File: src/hw/rtl/mcgr_pkg.sv
`default_nettype none

package mcgr_pkg;

  // Field widths
  localparam int CRD_W     = 24;  // coordinates and centre, 1/256 A
  localparam int NRM_W     = 16;  // normal components, Q2.14
  localparam int THK_W     = 23;  // core thickness
  localparam int FRAC_W    = 14;  // fraction bits of the normal
  localparam int CW        = 26;  // collapsed coordinate
  localparam int DOT_W     = 42;  // dot product of normal and offset
  localparam int MOV_W     = 24;  // clamped plane distance
  localparam int SQ_W      = 64;  // wrapping sum of squares
  localparam int RG_W      = 40;  // result
  localparam int PC_W      = 13;  // reported point count
  localparam int MUL_W     = 34;  // shared multiplier operand width
  localparam int PROD_W    = 2 * MUL_W;
  localparam int DIV_CNT_W = $clog2(RG_W);

  // Configuration port
  localparam int CFG_IDX_W = 4;
  localparam int CFG_DAT_W = 24;

  localparam logic [CFG_IDX_W-1:0] REG_CENTER_X   = 4'd0;
  localparam logic [CFG_IDX_W-1:0] REG_CENTER_Y   = 4'd1;
  localparam logic [CFG_IDX_W-1:0] REG_CENTER_Z   = 4'd2;
  localparam logic [CFG_IDX_W-1:0] REG_NORMAL_X   = 4'd3;
  localparam logic [CFG_IDX_W-1:0] REG_NORMAL_Y   = 4'd4;
  localparam logic [CFG_IDX_W-1:0] REG_NORMAL_Z   = 4'd5;
  localparam logic [CFG_IDX_W-1:0] REG_THICKNESS  = 4'd6;
  localparam logic [CFG_IDX_W-1:0] REG_MEM_ENABLE = 4'd7;

  localparam logic signed [NRM_W-1:0] NORMAL_Z_RESET = 16'sd16384;

  typedef struct packed {
    logic signed [CRD_W-1:0] center_x;
    logic signed [CRD_W-1:0] center_y;
    logic signed [CRD_W-1:0] center_z;
    logic signed [NRM_W-1:0] normal_x;
    logic signed [NRM_W-1:0] normal_y;
    logic signed [NRM_W-1:0] normal_z;
    logic [THK_W-1:0]        core_thickness;
    logic                    membrane_enable;
  } cfg_t;

  // One classified point on its way from the front to the back end
  typedef struct packed {
    logic signed [CRD_W-1:0] x;
    logic signed [CRD_W-1:0] y;
    logic signed [CRD_W-1:0] z;
    logic                    accum;
    logic                    last;
  } item_t;

endpackage

`default_nettype wire

File: src/hw/rtl/mcgr_front.sv
`default_nettype none

module mcgr_front #(
  parameter int MAX_POINTS = 4096
) (
  input  wire                               clk_i,
  input  wire                               rst_ni,
  input  wire                               in_valid_i,
  output logic                              in_ready_o,
  input  wire signed [mcgr_pkg::CRD_W-1:0]  coord_x_i,
  input  wire signed [mcgr_pkg::CRD_W-1:0]  coord_y_i,
  input  wire signed [mcgr_pkg::CRD_W-1:0]  coord_z_i,
  input  wire                               coord_valid_i,
  input  wire                               last_i,
  input  wire                               full_i,
  output logic                              push_o,
  output mcgr_pkg::item_t                   item_o
);
  import mcgr_pkg::*;

  localparam int CNTW = $clog2(MAX_POINTS + 1);

  // Count of points admitted to the current set, so that points past the
  // limit are marked as skipped before they reach the back end.
  logic [CNTW-1:0] cnt_q;
  logic            accum;

  assign in_ready_o = !full_i;
  assign push_o     = in_valid_i && !full_i;
  assign accum      = coord_valid_i && (cnt_q < CNTW'(MAX_POINTS));

  assign item_o = '{x: coord_x_i, y: coord_y_i, z: coord_z_i, accum: accum, last: last_i};

  always_ff @(posedge clk_i or negedge rst_ni) begin
    if (!rst_ni) begin
      cnt_q <= '0;
    end else if (push_o) begin
      if (last_i) begin
        cnt_q <= '0;
      end else if (accum) begin
        cnt_q <= cnt_q + CNTW'(1);
      end
    end
  end

endmodule

`default_nettype wire

File: config.mk
export PLATFORM = sky130hd
export DESIGN_NAME = mcgr_front
export DESIGN_NICKNAME = d
export VERILOG_FILES = /design/src/hw/rtl/mcgr_pkg.sv /design/src/hw/rtl/mcgr_front.sv
export SDC_FILE = /design/constraint.sdc
export NUM_CORES = 1
export LEC_CHECK = 0
export BUFFER_PORTS_ARGS = -buffer_cell sky130_fd_sc_hd__buf_2
export CAP_MARGIN = 20
export CORE_MARGIN = 2
export CORE_UTILIZATION = 35
export CTS_BUF_LIST = sky130_fd_sc_hd__clkbuf_16
export DETAILED_ROUTE_END_ITERATION = 10
export GPL_TIMING_DRIVEN = 0
export PLACE_DENSITY = 0.86
export RECOVER_POWER = 100
export SLEW_MARGIN = 20
export SYNTH_ARGS = -nofsm -noshare
export SYNTH_HDL_FRONTEND = slang
export SYNTH_SLANG_ARGS = --single-unit
File: constraint.sdc
create_clock -name clk_i -period 2 [get_ports clk_i]
set_input_delay 0.1 -clock clk_i [delete_from_list [all_inputs] [get_ports clk_i]]
set_output_delay 0.1 -clock clk_i [all_outputs]
set_load 0.02 [all_outputs]
==> metrics <==
1st-iter DRT viols 62; die footprint 4030 sq um; worst-path cell chain nor2b_1 > o2111ai_4 > or3_1 > a21oi_1; Initial Util 36.8%; drt pass-1 iters 4; number of flip-flops in the largest register 13; xor and xnor area share after synthesis 4.25%; post-route clock period utilization 85.9%; final setup fails 0; Worst R2R Start cnt_q[12]; Num CTS Buffers 3; HP Start full_i; final hold violation count 0; CTS HTree Levels 1; number of global-route vias before repair 1011; Startpoint Class flip-flop; multiplexer area fraction after synthesis 0%; Tot Pwr 1.03 mW; post-synthesis adder-cell area fraction 1.01%; via count 1168; Area growth syn-to-layout 36.6%; insertion delay to the later sink of the worst-skew pair 0.24 ns; Synth Area in Simple Gates 12.9%; Relative slew margins 52.3%; clock-pin transition on the worst setup and hold timing paths 0.05 ns; # rows 21; port bufs 81; crit path from cnt_q[12]; Seq. cell area 325 sq um; drt wl/cell 10.3 microns; synth cell count leaders 74 x buf_4, 13 x dfrtp_1, 7 x nand2_1, 7 x nor2_1, 6 x a21oi_1; CP arrival 1.88 ns; Crit-path slowest cell nor2b_1; CTS tree yes; Design Area, Final 1690 sq um; CTS resizes 0; ys async rst share 100%; Seq/Total Area, Yosys 26.3%; final non-filler cell total 275; RSZ-0062 raised after global routing false; Syn Std Cell Area 1240 sq um; Logic pwr share 33.5%; clock sinks 13; Ys Warns 0; Pwr Density 607 nW/um^2; worst vdd ir 0.000241 V; n_diodes 0; Syn Inst Count 143; Root Buffer clkbuf_16; status finished, final reports clean; placed cell count 270; syn nets 222; Synth cell types 26; Final Skew 0.00391 ns; largest net degree at the start of global routing 14; Crit Path Class flip-flop to flip-flop; top_reg_cell synth dfrtp_1; final antenna-violating net count 0; Ports 154; hold path depth 3; DP Area 1700 sq um; worst slew pin tran 0.716 ns; global-route wire length before repair 4020 microns; GRT Total Usage 12.4%; fin. max-slew vios 0; FF-to-FF path depth 4; P_leak 0.804 nW; sequential share of power 29.8%; worst endpoint required time 2.16 ns; Worst setup EP type flip-flop; Post-synth EDFFs 0; Net Sw Frac 31.5%; area of the multi-input gates 339 sq um; f_max 582 MHz; syn_area_per_cell 8.65 sq um; top flop regs cnt_q: 13 flops; pre-CTS setup slack 0.532 ns; Area contributors post-synth buf_4 45%, dfrtp_1 26%, xor2_1 2.8%; post-synthesis compound-gate area fraction 9.40%; via-per-instance ratio 4.25; Die Span Y 63.5 microns; worst hold path class input port to flip-flop; top cell type by total area after synthesis buf_4; CORE AREA 3360 sq um; Longest Clk Path Bufs 2; CP Max Fanout 7; P_int 703 uW; fin nets 309; synthesized flop and latch total 13; DR DRC count 0; HPWL after DPL 2240 microns; setup ws final 0.282 ns; post-layout min period 1.72 ns; most common cell in the netlist buf_4; Psw 323 uW; MaxCap Viol Count 0; final WL 2830 microns; fraction of layout cells with a size suffix above 1 36.7%; setup TNS 0 ns; GR Overflow Total 0; crit-path max cell delay 0.48 ns; largest reg by FF count cnt_q; Clk pwr share 36.7%; initial antenna violation count 0; Synth top area share 44.9%; filler instances 362; largest family of logic cells by synthesized area buffers and inverters; gpl congestion 0.858; die width 63.5 microns
[final timing paths]
path / end / slack (ns)
worst max-delay path: cnt_q[8] / 0.28
worst min-delay path: cnt_q[1] / 0.28
max in group asynchronous: cnt_q[5] / 1.12
worst min register to register: cnt_q[12] / 0.53
min in group asynchronous: cnt_q[3] / 0.43
worst max register to register: cnt_q[8] / 0.28
[routing by layer]
layer	wire length [microns]	up-vias	GRT usage [%]
met5	0	-	0
met4	42	0	7.07
met3	302	6	2.14
met2	1600	79	23.4
met1	883	518	12.5
li1	-	565	-
[kinds of logic (layout without fill, tap and decap cells)]
kind of cell,count (synthesis),after routing
AO/OA/AOI/OAI,16,16
XOR/XNOR,6,6
adder cells (fa/ha/maj),1,1
buffers and inverters,78,164
flip-flops,13,13
AND/OR/NAND/NOR,29,29
[power groups by stage]
| stage | registers, mW | clock network, mW | logic, mW |
|---|---|---|---|
| floorplan | 0.306 | 0 | 0.273 |
| global placement | 0.308 | 0 | 0.359 |
| detailed placement | 0.310 | 0 | 0.365 |
| CTS | 0.305 | 0.376 | 0.369 |
| global route | 0.311 | 0.387 | 0.372 |
| finish | 0.306 | 0.376 | 0.344 |
[layout by cell type, fill, tap and decap left out, types with 2 or more instances in the layout]
cell type | synthesis | layout
nand3_1 | 2 | 2
dfrtp_1 | 13 | 13
xor2_1 | 4 | 4
nor2b_1 | 1 | 2
xnor2_1 | 2 | 2
inv_1 | 3 | 4
clkbuf_1 | 1 | 78
nor2_1 | 7 | 7
clkbuf_16 | 0 | 3
a21oi_1 | 6 | 6
o21ai_0 | 5 | 5
buf_2 | 0 | 4
nand2_1 | 7 | 7
buf_4 | 74 | 74
or3_1 | 5 | 5
[final cells by class]
cell class                      instances  area share, %
Buffer                                 75           33.1
Multi-Input combinational cell         52           20.1
Sequential cell                        13           19.2
Timing Repair Buffer                   82           18.9
Clock buffer                            3           4.44
Tap cell                               46           3.40
Inverter                                3          0.666
Clock inverter                          1          0.222
[metrics by stage]
step,hold WS (ns),util (%)
3_3_place_gp,-0.000612,50.6
6_report,0.280,50.3
5_1_grt,0.322,50.3
4_1_cts,0.194,53.2
3_5_place_dp,0.000670,50.6
2_1_floorplan,-0.196,-
[worst max-delay path, delay by kind of cell (launching register included)]
kind,cells,cell delay (ns)
compound gates,2,0.36
simple gates,2,0.88
flops,1,0.40
[timing repair]
item,4_1_cts,5_1_grt
buffers inserted,0,0
endpoints found under the hold margin,13,0
hold buffers,1,0
(Power assumes the default switching activity.)
