**src/hw/rtl/mcgr_pkg.sv**
```systemverilog
`default_nettype none

package mcgr_pkg;

  // Field widths
  localparam int CRD_W     = 24;  // coordinates and centre, 1/256 A
  localparam int NRM_W     = 16;  // normal components, Q2.14
  localparam int THK_W     = 23;  // core thickness
  localparam int FRAC_W    = 14;  // fraction bits of the normal
  localparam int CW        = 26;  // collapsed coordinate
  localparam int DOT_W     = 42;  // dot product of normal and offset
  localparam int MOV_W     = 24;  // clamped plane distance
  localparam int SQ_W      = 64;  // wrapping sum of squares
  localparam int RG_W      = 40;  // result
  localparam int PC_W      = 13;  // reported point count
  localparam int MUL_W     = 34;  // shared multiplier operand width
  localparam int PROD_W    = 2 * MUL_W;
  localparam int DIV_CNT_W = $clog2(RG_W);

  // Configuration port
  localparam int CFG_IDX_W = 4;
  localparam int CFG_DAT_W = 24;

  localparam logic [CFG_IDX_W-1:0] REG_CENTER_X   = 4'd0;
  localparam logic [CFG_IDX_W-1:0] REG_CENTER_Y   = 4'd1;
  localparam logic [CFG_IDX_W-1:0] REG_CENTER_Z   = 4'd2;
  localparam logic [CFG_IDX_W-1:0] REG_NORMAL_X   = 4'd3;
  localparam logic [CFG_IDX_W-1:0] REG_NORMAL_Y   = 4'd4;
  localparam logic [CFG_IDX_W-1:0] REG_NORMAL_Z   = 4'd5;
  localparam logic [CFG_IDX_W-1:0] REG_THICKNESS  = 4'd6;
  localparam logic [CFG_IDX_W-1:0] REG_MEM_ENABLE = 4'd7;

  localparam logic signed [NRM_W-1:0] NORMAL_Z_RESET = 16'sd16384;

  typedef struct packed {
    logic signed [CRD_W-1:0] center_x;
    logic signed [CRD_W-1:0] center_y;
    logic signed [CRD_W-1:0] center_z;
    logic signed [NRM_W-1:0] normal_x;
    logic signed [NRM_W-1:0] normal_y;
    logic signed [NRM_W-1:0] normal_z;
    logic [THK_W-1:0]        core_thickness;
    logic                    membrane_enable;
  } cfg_t;

  // One classified point on its way from the front to the back end
  typedef struct packed {
    logic signed [CRD_W-1:0] x;
    logic signed [CRD_W-1:0] y;
    logic signed [CRD_W-1:0] z;
    logic                    accum;
    logic                    last;
  } item_t;

endpackage

`default_nettype wire

```
**src/hw/rtl/mcgr_queue.sv**
```systemverilog
`default_nettype none

module mcgr_queue (
  input  wire                  clk_i,
  input  wire                  rst_ni,
  input  wire                  push_i,
  input  mcgr_pkg::item_t      item_i,
  output logic                 full_o,
  input  wire                  pop_i,
  output logic                 empty_o,
  output mcgr_pkg::item_t      item_o
);
  import mcgr_pkg::*;

  // Two-entry FIFO between front and back end.
  item_t      mem_q [2];
  logic       wp_q, rp_q;
  logic [1:0] cnt_q;

  assign full_o  = (cnt_q == 2'd2);
  assign empty_o = (cnt_q == 2'd0);
  assign item_o  = mem_q[rp_q];

  always_ff @(posedge clk_i or negedge rst_ni) begin
    if (!rst_ni) begin
      wp_q  <= 1'b0;
      rp_q  <= 1'b0;
      cnt_q <= 2'd0;
    end else begin
      if (push_i) begin
        wp_q <= ~wp_q;
      end
      if (pop_i) begin
        rp_q <= ~rp_q;
      end
      if (push_i && !pop_i) begin
        cnt_q <= cnt_q + 2'd1;
      end else if (pop_i && !push_i) begin
        cnt_q <= cnt_q - 2'd1;
      end
    end
  end

  always_ff @(posedge clk_i) begin
    if (push_i) begin
      mem_q[wp_q] <= item_i;
    end
  end

endmodule

`default_nettype wire

```
**config.mk**
```make
export PLATFORM = sky130hd
export DESIGN_NAME = mcgr_queue
export DESIGN_NICKNAME = d
export VERILOG_FILES = /design/src/hw/rtl/mcgr_pkg.sv /design/src/hw/rtl/mcgr_queue.sv
export SDC_FILE = /design/constraint.sdc
export NUM_CORES = 1
export LEC_CHECK = 0
export ABC_AREA = 1
export BUFFER_PORTS_ARGS = -buffer_cell sky130_fd_sc_hd__buf_2
export CAP_MARGIN = 0
export CORE_MARGIN = 5
export CORE_UTILIZATION = 45
export CTS_CLUSTER_DIAMETER = 80
export DETAILED_ROUTE_END_ITERATION = 12
export PLACE_DENSITY = 0.7
export SKIP_LAST_GASP = 1
export SLEW_MARGIN = 20
export SYNTH_ARGS = -nofsm -noshare
export SYNTH_HDL_FRONTEND = slang
export SYNTH_SLANG_ARGS = --single-unit
```
**constraint.sdc**
```tcl
create_clock -name clk_i -period 10.8 [get_ports clk_i]
set_input_delay 0.54 -clock clk_i [delete_from_list [all_inputs] [get_ports clk_i]]
set_output_delay 0.54 -clock clk_i [all_outputs]
set_load 0.02 [all_outputs]
```
==> results of run 1 <==
[stage by stage]
stage                     util (%)  hold slack [ps]  instances  setup WS, ps  power [mW]
after detailed placement     53.21            352.5        575          8197       1.497
after CTS                    58.05            291.0        608          7746       2.088
after floorplan                  -            244.4        255          6610       1.326
final                        58.05            316.4        608          7776       2.058
after global placement       53.21            353.2        575          8216       1.487
after global routing         58.05            291.5        608          7673       2.155
[worst max path at each step]
| stage | start | slack (ps) | depth (start not counted) | to |
|---|---|---|---|---|
| finish | rp_q | 7780 | 3 | item_o[58] |
| global route | rp_q | 7670 | 3 | item_o[73] |
| CTS | rp_q | 7750 | 3 | item_o[58] |
| detailed placement | rp_q | 8200 | 3 | item_o[67] |
| global placement | rp_q | 8220 | 3 | item_o[73] |
| floorplan | push_i | 6610 | 2 | mem_q[0][0] |
[cell type report]
| cell class | instances | area (sq um) | area share, % |
|---|---|---|---|
| Clock inverter | 12 | 151.4 | 2.075 |
| Sequential cell | 152 | 4548 | 62.34 |
| Inverter | 7 | 27.53 | 0.3773 |
| Tap cell | 172 | 215.2 | 2.950 |
| Clock buffer | 20 | 446.7 | 6.122 |
| Multi-Input combinational cell | 88 | 1109 | 15.19 |
| Timing Repair Buffer | 157 | 798.3 | 10.94 |
[kinds of logic (layout without fill, tap and decap cells)]
kind of cell,count (synthesis),after routing,synth area share [%]
XOR/XNOR,3,3,0.4571
AND/OR/NAND/NOR,10,10,0.7182
adder cells (fa/ha/maj),1,1,0.2176
multiplexers,74,74,17.76
flip-flops,152,152,79.04
buffers and inverters,15,196,1.806
[routing by layer]
layer | up-vias | share of wire (%) | GRT usage, %
met5 | - | 0.13 | 0
met4 | 2 | 2.0 | 6.159
met1 | 1355 | 40 | 15.32
met3 | 20 | 8.7 | 6.038
met2 | 103 | 49 | 22.51
li1 | 1338 | - | -
[timing repair]
item | in CTS | in global routing
hold buffers | 1 | 0
setup endpoints to repair | 0 | 0
setup buffers | 0 | 0
hold endpoints to repair | 4 | 0
[power by group through the flow]
stage,sequential [mW],combinational (mW),clock [mW]
after floorplan,0.827,0.499,0
after global placement,0.834,0.653,0
after detailed placement,0.842,0.655,0
after CTS,0.831,0.658,0.600
after global routing,0.840,0.686,0.629
final,0.828,0.643,0.587
[state kept, by name (all words and copies together) (netlist names)]
register  flops
cnt_q         2
mem_q       148
rp_q          1
wp_q          1
[cells in the mapped netlist]
cell / count / area [sq um]
sky130_fd_sc_hd__buf_6: 6 / 67.56
sky130_fd_sc_hd__ha_1: 1 / 12.51
sky130_fd_sc_hd__nand4_1: 1 / 6.260
sky130_fd_sc_hd__xor2_1: 2 / 17.52
sky130_fd_sc_hd__dfrtp_1: 4 / 100.1
sky130_fd_sc_hd__inv_1: 7 / 26.28
sky130_fd_sc_hd__mux2_4: 50 / 750.7
sky130_fd_sc_hd__nor2_1: 3 / 11.26
sky130_fd_sc_hd__xnor2_1: 1 / 8.760
sky130_fd_sc_hd__mux2_2: 24 / 270.3
sky130_fd_sc_hd__nand3_1: 1 / 5.000
sky130_fd_sc_hd__nand2_1: 5 / 18.77
sky130_fd_sc_hd__edfxtp_1: 148 / 4444
sky130_fd_sc_hd__buf_2: 2 / 10.01
[worst max-delay path: stages (launching register included)]
cell and delay [ps]:
sky130_fd_sc_hd__dfrtp_4 580, sky130_fd_sc_hd__buf_4 810, sky130_fd_sc_hd__mux2_2 420, sky130_fd_sc_hd__buf_2 160
==> summary.md, run 1 <==
Entering global routing, the biggest net connects 59 pins. Setup repair after global routing left no endpoint under its margin. The final net count was 502. The logs give 5749 sq um for the mapped cell area and 410 ps for the clock latency of the later-clocked register in the worst-skew pair. The number of nets produced by synthesis is 334.

The path class of the tightest hold or removal check is in -> reg. For the via count, the log shows 2818. The overall die height came out at 123.0 um. The run gives 29.88% as the tightest slew margin relative to the limit. Clock-pin slew was measured on the worst setup and hold paths at 60 ps. The mean number of vias per cell was 4.635; the antenna diode instance count was 0. Input and output buffers added on the ports amount to 153. The most common cell after layout, fill and taps aside is sky130_fd_sc_hd__buf_2. The die outline width works out to 123.0 um. Once detail routing completed, the nets flagged for antenna violations numbered 0. Setup violations remaining at the end of the flow were counted as 0. For this configuration, the core starts out at a cell density of 45.74%. The total internal power was 1.434 mW.

The run gives 6.456 mm as the estimated wirelength of the detail-placed design. TritonCTS built the clock tree. The clock passes through at most 2 buffers.

A synthesized cell averages 22.55 sq um. The worst ir drop on vdd was 0.0001849 V; the total clock sinks was 152. The share of total power dissipated in sequential elements is 40.2%.

The switching share of total power is 30.34%, and the worst-path maximum fanout is 58. The first-pass GRT wire length is 15.21 mm. For this run, the total global-route usage over all layers was measured as 13.64%. The number of primary I/O pins is 154, and the number of hold-slack violations in the final timing report is 0. The first detailed-routing pass took 4 iterations. In this run the critical register-to-register path is launched from wp_q.

At the worst endpoint, the required time is 10260 ps. The area growth from synthesis to layout is 26.90%. The setup path with the least slack is of type reg -> out.

The fmax is 330.7 MHz. In this run the number of H-tree levels came out at 4. Master cell of the clock root buffer: sky130_fd_sc_hd__clkbuf_16. For flop-to-flop paths, the worst setup slack is 8600 ps. The run gives 7296 sq um as the final design area excluding fillers. The shortest clock period the worst path allows after layout came out at 3024 ps. In the final layout, the share of cells above drive strength 1 is 60.32%. Summing all placed instances gives a cell area of 6688 sq um.

The wire length reported by the detailed router was 9.991 mm; the number of rows in the core area was 41. The clock network accounts for 28.5% of the total power. The sum of negative setup slack was 0 ps.

Clock tree synthesis inserted a total of 17 buffers. In this run, the combinational gates consume 31.3% of the power. The total overflow left after global routing is 0.

The initial antenna violation count was 1. The flow ran to the end, and the final reports show no timing, DRC or antenna violations. Sequential cells were found to cover 79.04% of the synthesized design area.

The number of maximum-capacitance constraint violations was 0; the total die area was 15140 sq um. On the final layout, the worst clock skew is 4.461 ps. The logs give 0 for the final count of pins violating max slew and 0 for the yosys synthesis warning count. At the pin with the least slew margin, the transition time is 1052 ps.

The number of cells on the worst hold path is 1. The library cells used most frequently in the layout, excluding fill and tap cells, are sky130_fd_sc_hd__buf_2 (153), sky130_fd_sc_hd__edfxtp_1 (148), sky130_fd_sc_hd__mux2_4 (50). The layout filler cell count is 943. For the count of cell types in the netlist, the log shows 14. For this run, design rule violations remaining after detail routing come to 0. The tools report the reg-to-reg critical path endpoint as mem_q[0][40]. For this design the ratio of total power to cell area is 282.1 nW/um^2. The data arrival time of the critical path is 2480 ps. Post-CTS repair changed the size of 0 cells. Counting flops and latches in the post-synthesis netlist gives 152. Sink of the worst hold path: mem_q[0][64].

The first routing iteration left 113 violations. For the reported leakage power, the log shows 2.917 nW. The number of global-route vias before repair came out at 3007. Measured in cells, the most critical reg-to-reg path has a length of 2.

In the finished design, the share of the clock period the worst path needs comes to 28.00%. In the final routed layout, each cell accounts on average for 16.43 um. The category of the worst setup path capture point is an output pin. The startpoint class of the critical path was a flop.

The startpoint identified for the worst hold timing path is item_i[64]. The logs give 255 for the post-synthesis cell count and 624.4 uW for the total net switching power. Routability-driven placement finished with a final weighted congestion of 0.6579. The run gives 12570 sq um as the area of the core.
Note: power is estimated with default switching activity, not from simulation.
==> run 2: changes to the inputs <==
PLACE_DENSITY = 0.73   (was 0.7)
clock period = 2.7 ns   (was 10.8 ns; I/O delays follow)
==> summary.md, run 2 (synthesis gave the netlist of run 1 again) <==
The total clock sinks was 152 (unchanged); the number of port buffers was 153 (unchanged). The initial antenna violation count was 0 (-1); the first-pass GRT wire length was 17.95 mm (+18%). The tools report the number of hold-slack violations in the final timing report as 0 (unchanged).

The DRC violations left is 0 (unchanged), and the transition time at the pin with the least slew margin is 630.3 ps (-421.5 ps). The run finished with clean final reports. The tools report the startpoint class of the critical path as a flop. In the layout the commonest cells are sky130_fd_sc_hd__buf_2 (153), sky130_fd_sc_hd__edfxtp_1 (148), sky130_fd_sc_hd__dlygate4sd3_1 (77). The mean number of vias per cell is 4.690 (+1.2%).

The cell depth of the worst flop-to-flop path was 3 (+1). The final cell utilization of the core is 64.76% (+6.7 points). The number of setup violations in the final report was 0 (unchanged). The starting DRC count in detailed routing came out at 174 (+54%). TritonCTS built the clock tree. The run gives 0 (unchanged) as the number of buffers inserted by post-CTS setup repair.

Setup repair after global routing left no endpoint under its margin. For the estimated wirelength of the detail-placed design, the log shows 6.635 mm (+2.8%). Number of flip-flops in the largest register: 148 (unchanged). The logs give 10.12 ps (+5.655 ps) for the worst-case clock skew and 688 (+13%) for the number of cells in the finished layout apart from fillers.

The logs give 3227 (+15%) for the via count and 1920 ps (-560 ps) for the data arrival time of the critical path. For this run, the top clock speed supported by timing is 486.6 MHz. The worst path required time was 2570 ps (-7690 ps); the global routing usage summed across all routing layers was 16.09% (+2.4 points). The tools report the number of global-route vias before repair as 3545 (+18%). The tightest min-delay check is of the in -> async type. The area of the core was 12570 sq um (unchanged); the fraction of final layout cells sized beyond drive strength 1 was 51.84% (-8.5 points). The number of maximum-capacitance constraint violations was 0 (unchanged). The tools report the category of the worst setup path capture point as an output pin.

For the post-route antenna net violation count, the log shows 0 (unchanged). The largest registers in the layout are mem_q (148), cnt_q (2). The layout overhead on the synthesized area is 41.57%, and the maximum buffer depth of the clock tree is 2 (unchanged). The cell count after placement came out at 578 (+0.52%).

The number of buffers created by CTS is 17 (unchanged), and the clock-pin slew of the registers on the worst-case setup and hold paths is 60 ps (about the same). Master cell of the clock root buffer: sky130_fd_sc_hd__clkbuf_16. The final count of pins violating max slew was 0 (unchanged); the power density relative to cell area was 1048 nW/um^2 (+270%).

Number of rows in the core area: 41 (unchanged). The tightest slew margin relative to the limit came out at 57.93% (+28 points). The final net count was 581 (+16%). Leaving out fill and tap cells, the most frequent cell in the layout is sky130_fd_sc_hd__buf_2. The total of hold buffers inserted after clock tree synthesis was 77 (+76); the wire length reported by the detailed router was 11.64 mm (+17%). The overall die height was 123.0 um (unchanged). The tools report the number of primary I/O pins as 154 (unchanged). The kind of critical path is reg -> out. The worst-path maximum fanout is 22 (-62%).

The routed length per instance was 16.92 um (+3.0%). The global placer's final weighted congestion was 0.7055 (+7.2%). The shortest clock period the worst path allows after layout was 2055 ps; the die outline width was 123.0 um (unchanged). The logs give 45 (-24%) for the maximum number of pins on one net before global-route repair and 4 (unchanged) for the number of H-tree levels.

The logs give 3.277 nW (+12%) for the reported leakage power and 4 (unchanged) for the detailed-router iteration count before antenna repair. The run gives 15140 sq um (unchanged) as the total die area. The global-route congestion overflow total was 0 (unchanged); the number of gates resized after CTS was 0 (unchanged). Clock latency of the later-clocked register in the worst-skew pair: 420 ps (about the same). Ranked by flip-flop count, first place goes to mem_q. The initial standard-cell utilization of the core was 45.74% (unchanged); the sum of negative setup slack was 0 ps (unchanged). The tools report the worst ir drop on vdd as 0.0006369 V (+240%). The ratio of final minimum period to clock period works out to 76.11%.
[run 2: cell types whose count changed in the layout (fill, tap and decap cells not counted), sizes merged]
cell | previous run | this run
dlygate4sd3 | 1 | 77
buf | 156 | 159
bufinv | 3 | 4
clkinvlp | 5 | 4
diode | 0 | 1
[run 2: area by class of cell]
cell class              count  area (sq um)
flip-flops and latches    152          4548
fillers                   842          4429
repair buffers            236          1607
multi-input cells          88          1109
clock buffers              20         456.7
well taps                 172         215.2
clock inverters            12         173.9
inverters                   7         27.53
diodes                      1         2.502
[run 2: worst paths after layout]
kind / start / slack, ps / to
min in group clk_i: item_i[67] / 440 / mem_q[0][67]
worst max register to register: wp_q / 1000 / mem_q[1][9]
max in group asynchronous: rst_ni / 2480 / rp_q
worst max-delay path: rp_q / 640 / item_o[71]
worst min-delay path: rst_ni / 70 / wp_q
worst min register to register: cnt_q[1] / 540 / cnt_q[1]
[run 2: worst max-delay path, stage by stage (launching register included)]
cell and delay (ps):
sky130_fd_sc_hd__dfrtp_4 530, sky130_fd_sc_hd__buf_4 400, sky130_fd_sc_hd__mux2_2 390, sky130_fd_sc_hd__buf_2 160
[run 2: power breakdown]
| group | internal [mW] | switching [mW] |
|---|---|---|
| Combinational | 1.22 | 1.54 |
| Sequential | 3.14 | 0.157 |
| Clock | 1.59 | 0.883 |
| Total | 5.95 | 2.58 |
[run 2: routing by layer]
metal	vias up	part of all wire (%)	global-route usage, %
met4	0	2.8	8.443
li1	1495	-	-
met1	1572	39	18.18
met5	-	0	0
met3	29	6.9	5.032
met2	131	51	27.40
[run 2: metrics by stage]
stage          worst slack, ps  hold slack, ps  instance area (sq um)  power (mW)
6_report                 644.9           71.31                   8139       8.530
3_3_place_gp              1001          -48.93                   6735       5.981
2_1_floorplan            366.1          -160.6                   5757       5.288
4_1_cts                  613.1           32.12                   8137       8.610
5_1_grt                  580.6           71.55                   8137       8.883
3_5_place_dp             968.8          -42.02                   6735       6.035
